## src/design/lmsc_pkg.sv

```systemverilog
// Shared types, codes and schedule tables of the LIN master schedule controller.
`default_nettype none
package lmsc_pkg;

  localparam int unsigned PARAM_INDEX_BITS_DEF = 8;
  localparam logic [7:0]  HOLD_CYCLES_RESET    = 8'd20;

  localparam int unsigned SLOT_BITS = 4;
  localparam int unsigned SLOTS     = 1 << SLOT_BITS;

  // func codes
  localparam logic [2:0] FUNC_TICK     = 3'd0;
  localparam logic [2:0] FUNC_POST     = 3'd1;
  localparam logic [2:0] FUNC_HEADER   = 3'd2;
  localparam logic [2:0] FUNC_RESPONSE = 3'd3;
  localparam logic [2:0] FUNC_ABANDON  = 3'd4;

  // frame kinds
  localparam logic [2:0] FK_RELAYS     = 3'd0;
  localparam logic [2:0] FK_CFG_REQ    = 3'd1;
  localparam logic [2:0] FK_CFG_RESP   = 3'd2;
  localparam logic [2:0] FK_MASTER_REQ = 3'd3;
  localparam logic [2:0] FK_SLAVE_RESP = 3'd4;
  localparam logic [2:0] FK_END        = 3'd7;

  // config flavours
  localparam logic [1:0] FLAV_NOP = 2'd0;
  localparam logic [1:0] FLAV_GET = 2'd1;
  localparam logic [1:0] FLAV_SET = 2'd2;

  // result actions
  localparam logic [2:0] ACT_NONE      = 3'd0;
  localparam logic [2:0] ACT_HEADER    = 3'd1;
  localparam logic [2:0] ACT_RELAY     = 3'd2;
  localparam logic [2:0] ACT_LISTEN    = 3'd3;
  localparam logic [2:0] ACT_SEND_REQ  = 3'd4;
  localparam logic [2:0] ACT_CFG_REPLY = 3'd5;
  localparam logic [2:0] ACT_WRITE_PRM = 3'd6;
  localparam logic [2:0] ACT_CAPTURED  = 3'd7;

  // register indexes
  localparam logic REG_HOLD_CYCLES = 1'b0;

  localparam logic [2:0] NormalTable [SLOTS] = '{
    FK_RELAYS, FK_RELAYS, FK_RELAYS, FK_RELAYS, FK_CFG_REQ,
    FK_RELAYS, FK_RELAYS, FK_RELAYS, FK_RELAYS,
    FK_MASTER_REQ, FK_SLAVE_RESP, FK_END,
    FK_END, FK_END, FK_END, FK_END
  };

  localparam logic [2:0] ConfigTable [SLOTS] = '{
    FK_RELAYS, FK_CFG_REQ, FK_CFG_RESP, FK_RELAYS, FK_CFG_REQ, FK_CFG_RESP,
    FK_MASTER_REQ, FK_CFG_REQ, FK_CFG_RESP, FK_SLAVE_RESP, FK_CFG_REQ,
    FK_CFG_RESP, FK_END,
    FK_END, FK_END, FK_END
  };

  typedef struct packed {
    logic exec;
    logic step;
  } lmsc_cmd_t;

  typedef struct packed {
    logic in_is_tick;
    logic hit;
  } lmsc_sts_t;

  function automatic logic [2:0] lmsc_slot_kind(input logic use_cfg,
                                                input logic [SLOT_BITS-1:0] idx);
    logic [2:0] fk;
    if (use_cfg) begin
      fk = ConfigTable[idx];
    end else begin
      fk = NormalTable[idx];
    end
    return fk;
  endfunction

endpackage
`default_nettype wire

```

## src/design/lmsc_ctrl.sv

```systemverilog
// Controller state machine: accept, schedule scan and result hand-off.
`default_nettype none
module lmsc_ctrl (
  input  wire logic                clk_i,
  input  wire logic                rst_ni,
  input  wire logic                in_valid_i,
  output logic                     in_ready_o,
  output logic                     out_valid_o,
  input  wire logic                out_ready_i,
  input  wire lmsc_pkg::lmsc_sts_t sts_i,
  output lmsc_pkg::lmsc_cmd_t      cmd_o
);
  import lmsc_pkg::*;

  typedef enum logic [2:0] {
    S_IDLE = 3'b001,
    S_SCAN = 3'b010,
    S_OUT  = 3'b100
  } state_e;

  state_e state_q, state_d;
  logic   accept;

  assign in_ready_o  = (state_q == S_IDLE);
  assign out_valid_o = (state_q == S_OUT);
  assign accept      = in_valid_i && in_ready_o;

  always_comb begin
    state_d    = state_q;
    cmd_o.exec = 1'b0;
    cmd_o.step = 1'b0;
    unique case (state_q)
      S_IDLE: begin
        if (accept) begin
          if (sts_i.in_is_tick) begin
            state_d = S_SCAN;
          end else begin
            cmd_o.exec = 1'b1;
            state_d    = S_OUT;
          end
        end
      end
      S_SCAN: begin
        cmd_o.step = 1'b1;
        if (sts_i.hit) begin
          state_d = S_OUT;
        end
      end
      S_OUT: begin
        if (out_ready_i) begin
          state_d = S_IDLE;
        end
      end
      default: state_d = S_IDLE;
    endcase
  end

  always_ff @(posedge clk_i or negedge rst_ni) begin
    if (!rst_ni) begin
      state_q <= S_IDLE;
    end else begin
      state_q <= state_d;
    end
  end

`ifndef ASSERT_OFF
  a_hit_to_out: assert property (@(posedge clk_i) disable iff (!rst_ni)
    (state_q == S_SCAN && sts_i.hit) |=> (state_q == S_OUT))
    else $error("scan hit did not present a result");
  a_exec_to_out: assert property (@(posedge clk_i) disable iff (!rst_ni)
    (accept && !sts_i.in_is_tick) |=> (state_q == S_OUT))
    else $error("non-tick item did not present a result");
  a_out_holds: assert property (@(posedge clk_i) disable iff (!rst_ni)
    (out_valid_o && !out_ready_i) |=> (out_valid_o && !in_ready_o))
    else $error("stalled result dropped");
`endif

endmodule
`default_nettype wire

```

## src/design/lmsc_dp.sv

```systemverilog
// Datapath: scheduler state, slot lookup, event decode and result register.
`default_nettype none
module lmsc_dp #(
  parameter int unsigned PARAM_INDEX_BITS = lmsc_pkg::PARAM_INDEX_BITS_DEF
) (
  input  wire logic                clk_i,
  input  wire logic                rst_ni,
  input  wire lmsc_pkg::lmsc_cmd_t cmd_i,
  output lmsc_pkg::lmsc_sts_t      sts_o,
  input  wire logic [7:0]          hold_cycles_i,
  input  wire logic [2:0]          in_func_i,
  input  wire logic [15:0]         in_data_i,
  output logic [2:0]               out_action_o,
  output logic [15:0]              out_data_o
);
  import lmsc_pkg::*;

  localparam logic [7:0] ParamMask = (PARAM_INDEX_BITS >= 8) ? 8'hFF :
                                     8'((1 << PARAM_INDEX_BITS) - 1);

  logic [SLOT_BITS-1:0] slot_q;
  logic [7:0]           hold_q, hold_d;
  logic                 req_q, req_d;
  logic                 resp_q, resp_d;
  logic                 cfg_want_q, cfg_want_d;
  logic                 reply_q, reply_d;
  logic [7:0]           saved_q, saved_d;

  logic [2:0] act_q, act_d;
  logic [2:0] hdr_q;
  logic [7:0] pout_q, pout_d;
  logic       busy_q;

  logic       want;
  logic [2:0] kind;
  logic [1:0] flav;
  logic       to_master;
  logic [7:0] pin;

  logic [2:0] fk;
  logic       is_end, skip;

  assign want      = in_data_i[0];
  assign kind      = in_data_i[3:1];
  assign flav      = in_data_i[5:4];
  assign to_master = in_data_i[6];
  assign pin       = in_data_i[14:7] & ParamMask;

  assign fk     = lmsc_slot_kind(hold_q != 8'd0, slot_q);
  assign is_end = (fk == FK_END);
  assign skip   = (fk == FK_CFG_RESP && !cfg_want_q) ||
                  (fk == FK_MASTER_REQ && !req_q) ||
                  (fk == FK_SLAVE_RESP && !resp_q);

  assign sts_o.in_is_tick = (in_func_i == FUNC_TICK);
  assign sts_o.hit        = !is_end && !skip;

  always_comb begin
    hold_d     = hold_q;
    req_d      = req_q;
    resp_d     = resp_q;
    cfg_want_d = cfg_want_q;
    reply_d    = reply_q;
    saved_d    = saved_q;
    act_d      = ACT_NONE;
    pout_d     = 8'd0;
    case (in_func_i)
      FUNC_POST: begin
        req_d  = 1'b1;
        resp_d = want;
      end
      FUNC_HEADER: begin
        case (kind)
          FK_RELAYS: act_d = ACT_RELAY;
          FK_CFG_REQ, FK_SLAVE_RESP: act_d = ACT_LISTEN;
          FK_CFG_RESP: begin
            if (reply_q) begin
              reply_d = 1'b0;
              act_d   = ACT_CFG_REPLY;
              pout_d  = saved_q;
            end
          end
          FK_MASTER_REQ: begin
            if (req_q) begin
              req_d = 1'b0;
              act_d = ACT_SEND_REQ;
            end
          end
          default: act_d = ACT_NONE;
        endcase
      end
      FUNC_RESPONSE: begin
        case (kind)
          FK_CFG_REQ: begin
            hold_d = hold_cycles_i;
            if (flav != FLAV_NOP) begin
              cfg_want_d = 1'b1;
              if (to_master) begin
                if (flav == FLAV_GET) begin
                  saved_d = pin;
                  reply_d = 1'b1;
                end else if (flav == FLAV_SET) begin
                  act_d  = ACT_WRITE_PRM;
                  pout_d = pin;
                end
              end
            end
          end
          FK_SLAVE_RESP: begin
            if (resp_q) begin
              resp_d = 1'b0;
              act_d  = ACT_CAPTURED;
            end
          end
          default: act_d = ACT_NONE;
        endcase
      end
      FUNC_ABANDON: begin
        req_d  = 1'b0;
        resp_d = 1'b0;
      end
      default: act_d = ACT_NONE;
    endcase
  end

  always_ff @(posedge clk_i or negedge rst_ni) begin
    if (!rst_ni) begin
      slot_q     <= '0;
      hold_q     <= 8'd0;
      req_q      <= 1'b0;
      resp_q     <= 1'b0;
      cfg_want_q <= 1'b0;
      reply_q    <= 1'b0;
      saved_q    <= 8'd0;
    end else if (cmd_i.exec) begin
      hold_q     <= hold_d;
      req_q      <= req_d;
      resp_q     <= resp_d;
      cfg_want_q <= cfg_want_d;
      reply_q    <= reply_d;
      saved_q    <= saved_d;
    end else if (cmd_i.step) begin
      if (is_end) begin
        slot_q <= '0;
        if (hold_q != 8'd0) begin
          hold_q <= hold_q - 8'd1;
        end
      end else begin
        slot_q <= slot_q + SLOT_BITS'(1);
      end
    end
  end

  always_ff @(posedge clk_i) begin
    if (cmd_i.exec) begin
      act_q  <= act_d;
      hdr_q  <= 3'd0;
      pout_q <= pout_d;
      busy_q <= req_d || resp_d;
    end else if (cmd_i.step && sts_o.hit) begin
      act_q  <= ACT_HEADER;
      hdr_q  <= fk;
      pout_q <= 8'd0;
      busy_q <= req_q || resp_q;
    end
  end

  assign out_action_o = act_q;
  assign out_data_o   = {4'd0, busy_q, pout_q, hdr_q};

endmodule
`default_nettype wire

```

## src/design/lin_master_schedule_controller_top.sv

```systemverilog
// Top level of the LIN master schedule controller: stream ports and APB register.
//
// Input stream (s_axis): one item per bus event. tuser carries func (tick,
// post request, header seen, response received, abandon); tdata carries the
// frame fields. Output stream (m_axis): exactly one result item per input
// item, in order; tuser carries the action, tdata the header kind, parameter
// index and request-busy flag.
// One item is in the block at a time. A non-tick item yields its result in the
// cycle after acceptance. A tick walks the schedule table one slot per cycle
// until a slot with work is found (at most four slots), and its result is
// registered when that slot is found; the next item is taken the cycle after
// the result is taken.
// A stalled result is held on m_axis until m_axis_tready is high; no input is
// accepted meanwhile.
// APB: register 0 (address 0) is config_hold_cycles, reset value 20. Write
// only while the block is idle. pready is always high.
// Reset (rst_ni low, asynchronous) clears the slot index, hold counter and all
// pending flags; the block then waits for an input item.
`default_nettype none
module lin_master_schedule_controller_top #(
  parameter int unsigned PARAM_INDEX_BITS = lmsc_pkg::PARAM_INDEX_BITS_DEF
) (
  input  wire logic        clk_i,
  input  wire logic        rst_ni,
  input  wire logic        s_axis_tvalid,
  output logic             s_axis_tready,
  // want_response[0], frame_kind[3:1], flavour[5:4], for_master[6],
  // param_in[14:7], zero[15]
  input  wire logic [15:0] s_axis_tdata,
  // func[2:0]
  input  wire logic [2:0]  s_axis_tuser,
  output logic             m_axis_tvalid,
  input  wire logic        m_axis_tready,
  // header_kind[2:0], param_out[10:3], request_busy[11], zero[15:12]
  output logic [15:0]      m_axis_tdata,
  // action[2:0]
  output logic [2:0]       m_axis_tuser,
  input  wire logic        psel,
  input  wire logic        penable,
  input  wire logic        pwrite,
  input  wire logic [2:0]  paddr,
  input  wire logic [31:0] pwdata,
  output logic [31:0]      prdata,
  output logic             pready
);
  import lmsc_pkg::*;

  lmsc_cmd_t  cmd;
  lmsc_sts_t  sts;
  logic [7:0] hold_cycles_q;

  assign pready = 1'b1;

  always_ff @(posedge clk_i or negedge rst_ni) begin
    if (!rst_ni) begin
      hold_cycles_q <= HOLD_CYCLES_RESET;
    end else if (psel && penable && pwrite && pready && (paddr[2] == REG_HOLD_CYCLES)) begin
      hold_cycles_q <= pwdata[7:0];
    end
  end

  assign prdata = (paddr[2] == REG_HOLD_CYCLES) ? {24'd0, hold_cycles_q} : 32'd0;

  lmsc_ctrl u_ctrl (
    .clk_i       (clk_i),
    .rst_ni      (rst_ni),
    .in_valid_i  (s_axis_tvalid),
    .in_ready_o  (s_axis_tready),
    .out_valid_o (m_axis_tvalid),
    .out_ready_i (m_axis_tready),
    .sts_i       (sts),
    .cmd_o       (cmd)
  );

  lmsc_dp #(
    .PARAM_INDEX_BITS (PARAM_INDEX_BITS)
  ) u_dp (
    .clk_i         (clk_i),
    .rst_ni        (rst_ni),
    .cmd_i         (cmd),
    .sts_o         (sts),
    .hold_cycles_i (hold_cycles_q),
    .in_func_i     (s_axis_tuser),
    .in_data_i     (s_axis_tdata),
    .out_action_o  (m_axis_tuser),
    .out_data_o    (m_axis_tdata)
  );

endmodule
`default_nettype wire
```

## config.mk

```make
export PLATFORM = sky130hd
export DESIGN_NAME = lin_master_schedule_controller_top
export DESIGN_NICKNAME = d
export VERILOG_FILES = /design/src/design/lmsc_pkg.sv /design/src/design/lmsc_ctrl.sv /design/src/design/lmsc_dp.sv /design/src/design/lin_master_schedule_controller_top.sv
export SDC_FILE = /design/constraint.sdc
export NUM_CORES = 1
export LEC_CHECK = 0
export BUFFER_PORTS_ARGS = -buffer_cell sky130_fd_sc_hd__buf_4
export CORE_ASPECT_RATIO = 2
export CORE_MARGIN = 5
export CORE_UTILIZATION = 51
export CTS_BUF_LIST = sky130_fd_sc_hd__clkbuf_8
export DETAILED_ROUTE_END_ITERATION = 10
export PLACE_DENSITY = 0.83
export SETUP_SLACK_MARGIN = 0.5
export SLEW_MARGIN = 20
export SYNTH_ARGS = -nofsm -noshare
export SYNTH_HDL_FRONTEND = slang
export SYNTH_HIERARCHICAL = 1
export SYNTH_SLANG_ARGS = --single-unit
```

## constraint.sdc

```tcl
create_clock -name clk_i -period 3.1 [get_ports clk_i]
set_input_delay 0.62 -clock clk_i [delete_from_list [all_inputs] [get_ports clk_i]]
set_output_delay 0.62 -clock clk_i [all_outputs]
set_load 0.01 [all_outputs]
```

==> results <==
- The total negative slack for setup checks is 0 ps.
- The mapped netlist covers 0.003055 sq mm.
- The mean routed wirelength per cell is 15.96 um.
- Of the synthesized area, sequential elements account for a little over two fifths.
- The worst setup path is captured at a register.
- In this run the biggest area consumer among cell types represents 26.21% of the synthesized area.
- The diode insertion count for antenna repair is 0.
- The number of flip-flops and latches in the synthesized netlist is 50.
- The minimum setup slack after placement is approximately 310 ps.
- Of all cell types, the one taking the most synthesized area is dfrtp_1.
- The worst reg-to-reg setup slack is 470 ps.
- The count of synthesis-stage warnings from yosys is 6.
- The endpoint identified for the worst register-to-register timing path is u_dp/pout_q[5].
- The maximum clock frequency is 379.8 MHz.
- The worst hold slack after final layout is about 260 ps.
- The depth of the worst register-to-register path is 8.
- The H-tree was split into 2 levels.
- For this run, design rule violations remaining after detail routing come to 0.
- The maximum number of pins on one net before global-route repair is 36.
- The initial antenna violation count came to 0.
- The sum of overflow across all layers after global routing is 0.
- The tool flagged a number of max-cap violations equal to 0.
- The post-route worst setup slack is between 400 and 500 ps.
- The number of distinct library cells after synthesis is 60.
- The die width is 64.73 um.
- The ratio of total power to cell area is between 500 and 600 mW/mm^2.
- The number of buffers created by CTS is 5.
- Setup repair after global routing could not meet its margin everywhere.
- The worst slew margin relative to its limit is 62.89%.
- Among all cell types in the netlist, the one instantiated most often is dfrtp_1.
- The number of slew-limit violations in the final report is 0.
- From synthesis to final layout, the design area changed by 23.34%.
- The min-delay analysis places its worst path in the category input port to async pin.
- The number of nets in the layout is between 400 and 500.
- During placement, the flow inserted port buffers numbering 58.
- The fraction of registers with async set/reset is 70.00%.
- For this block, the routed nets add up to a little over 7 mm of wire.
- The number of hold violations in the final report was 0.
- TritonCTS built the clock tree.
- Across the VDD grid, the largest voltage drop is 0.4502 mV.
- The clock latency on the worst-skew pair is around 310 ps.
- The worst setup path is of the register to register kind.
- The sort of element at the start of the critical path is a register.
- In this run the critical register-to-register path is launched from u_dp/hold_q[0].
- Clock-pin slew was measured on the worst setup and hold paths at around 90 ps.
- Detailed placement ended at an HPWL of 5.098 mm.
- Ranked by total cell area, the synthesized netlist is headed by dfrtp_1, edfxtp_1, mux2_2, buf_4, nor2_1.
- In the routed layout, each cell is associated on average with a via count of 5.667.
- The fraction of layout cells with a size suffix above 1 is 37.14%.
- The flow ran to the end, and the final reports show no timing, DRC or antenna violations.
- The chip height is 119.5 um.
- By count the netlist is led by dfrtp_1, buf_4, nor2_1.
- The average cell area after synthesis is 9.888 sq um.
- The first global-routing pass estimated 11.27 mm of wire.
- The via count of the first global-routing pass came to 2458.
- The root buffer cell is clkbuf_8.
- The area of the core is 0.005906 sq mm.
- Fill cells in the final layout number 493.
- The I/O pin count is ~120.
- The final period demand of the worst path is 2633 ps.
- At the end of routability-driven placement, the weighted congestion stood at 0.8817.
- The pre-antenna-repair detailed-routing pass consisted of 4 iterations.
- The cell count after synthesis came out at 309.
- For this design, the CTS-stage hold fixing added 0 buffers.
- The number of cell rows is 40.
- The transition time of the tightest slew-check pin is 554.2 ps.
- In the finished design, the share of the clock period the worst path needs comes to between 80 and 90%.
- The number of DRC markers after the initial detailed-route iteration is just under 200.
- The primary flip-flop cell chosen by synthesis mapping is dfrtp_1.
- For this block, the via count after detailed routing is around 2500.
- Once the floorplan was initialized, standard cells occupied 51.74% of the core.
- The data arrival time of the critical path is 2650 ps.
- The post-route antenna net violation count is 0.
- Data on the critical path is required at its endpoint by 3120 ps.
- In the global route stage, overall resource usage came out at 18.00%.
- No sink is reached through more buffers than the 2 on the longest clock path.
- The total die area is roughly 0.0077 sq mm.
- The instance area after placement is 0.003456 sq mm.
- The clock sink total is 50.
- The final setup skew is 8.912 ps.
- The total setup violations reported at the end of the flow is 0.
- The largest driver fanout on the critical path is 6.
- Yosys mapped a number of flops with a built-in enable equal to 12.
- The total leakage power is 0.001704 uW.
- The finished cells cover 0.003769 sq mm.
report_power, final:
group | switching, uW | internal [uW] | leakage (uW)
Combinational | 444 | 391 | 0.00109
Clock | 206 | 153 | 0.0000467
Sequential | 77.9 | 781 | 0.000567
cell type report:
type	count	area, sq um	share of cell area (%)
multi-input combinational	235	1643	43.59
sequential	50	1301	34.53
timing repair buffer	80	616.8	16.37
tap	63	78.83	2.092
clock buffer	5	68.82	1.826
inverter	12	45.04	1.195
clock inverter	3	15.01	0.3984
how the worst max path moves through the flow:
stage,start,endpoint,cells after the start
after floorplan,u_dp/hold_q[0],u_dp/busy_q,8
after global placement,u_dp/slot_q[0],u_dp/pout_q[6],8
after detailed placement,u_dp/slot_q[0],u_dp/pout_q[5],8
after CTS,u_dp/hold_q[1],u_dp/hold_q[1],8
after global routing,u_dp/hold_q[0],u_dp/pout_q[6],8
final,u_dp/hold_q[0],u_dp/pout_q[5],8
cells by family after synthesis:
family	count (synthesis)	share of synthesized area (%)
AND/OR/NAND/NOR	97	18.84
AO/OA/AOI/OAI	76	16.30
buffers and inverters	51	9.992
flip-flops	50	42.55
multiplexers	25	9.091
adder cells (fa/ha/maj)	7	2.866
other	3	0.3685
metal layers:
layer	vias up	GRT usage (%)	share of wire [%]
li1	1210	-	-
met1	1214	21.52	38
met2	99	30.60	54
met3	16	3.679	5.7
met4	0	7.682	2.3
met5	-	0	0
through the flow:
| stage | utilization, % | power (uW) | std cells |
|---|---|---|---|
| floorplan | - | 1335 | 335 |
| global placement | 58.52 | 1511 | 421 |
| detailed placement | 58.52 | 1547 | 421 |
| CTS | 61.97 | 2001 | 439 |
| global route | 63.81 | 2175 | 448 |
| finish | 63.81 | 2054 | 448 |
worst max-delay path: stages (launching register included):
cell and delay [ps]:
dfrtp_1 410, inv_2 90, ha_4 120, or3b_4 390, o21ai_0 330, a211oi_1 180
mux2_4 330, a211oi_4 270, or2_4 220
state kept, by name, indices dropped and copies added, names as in the netlist, 3 cells and up:
signal             count
hold_cycles_q          8
u_ctrl/state_q         3
u_dp/hdr_q             3
u_dp/hold_q            8
u_dp/out_action_o      3
u_dp/pout_q            8
u_dp/saved_q           8
u_dp/slot_q            4
placed cells by master, fill, tap and decap left out, drive strengths merged, types with 4 or more instances in the layout:
master	synthesis	layout
buf	31	80
dfrtp	32	32
conb	3	29
nor2	28	28
mux2	22	22
inv	12	14
ha	7	7
and2b	8	8
a22oi	12	12
edfxtp	12	12
nand3	6	6
a21oi	14	14
nor3b	4	4
or2	3	4
a31oi	4	4
clkbuf	8	5
nand2	17	17
a211oi	4	4
o21ai	22	22
nor3	7	7
what timing repair did:
item                                    CTS  global route
endpoints found under the setup margin   20            24
pin swaps                                 6             5
setup buffers                             9             9
resized for setup                         9             9
gates cloned                              1             0
Power figures use the tool's default switching activity.
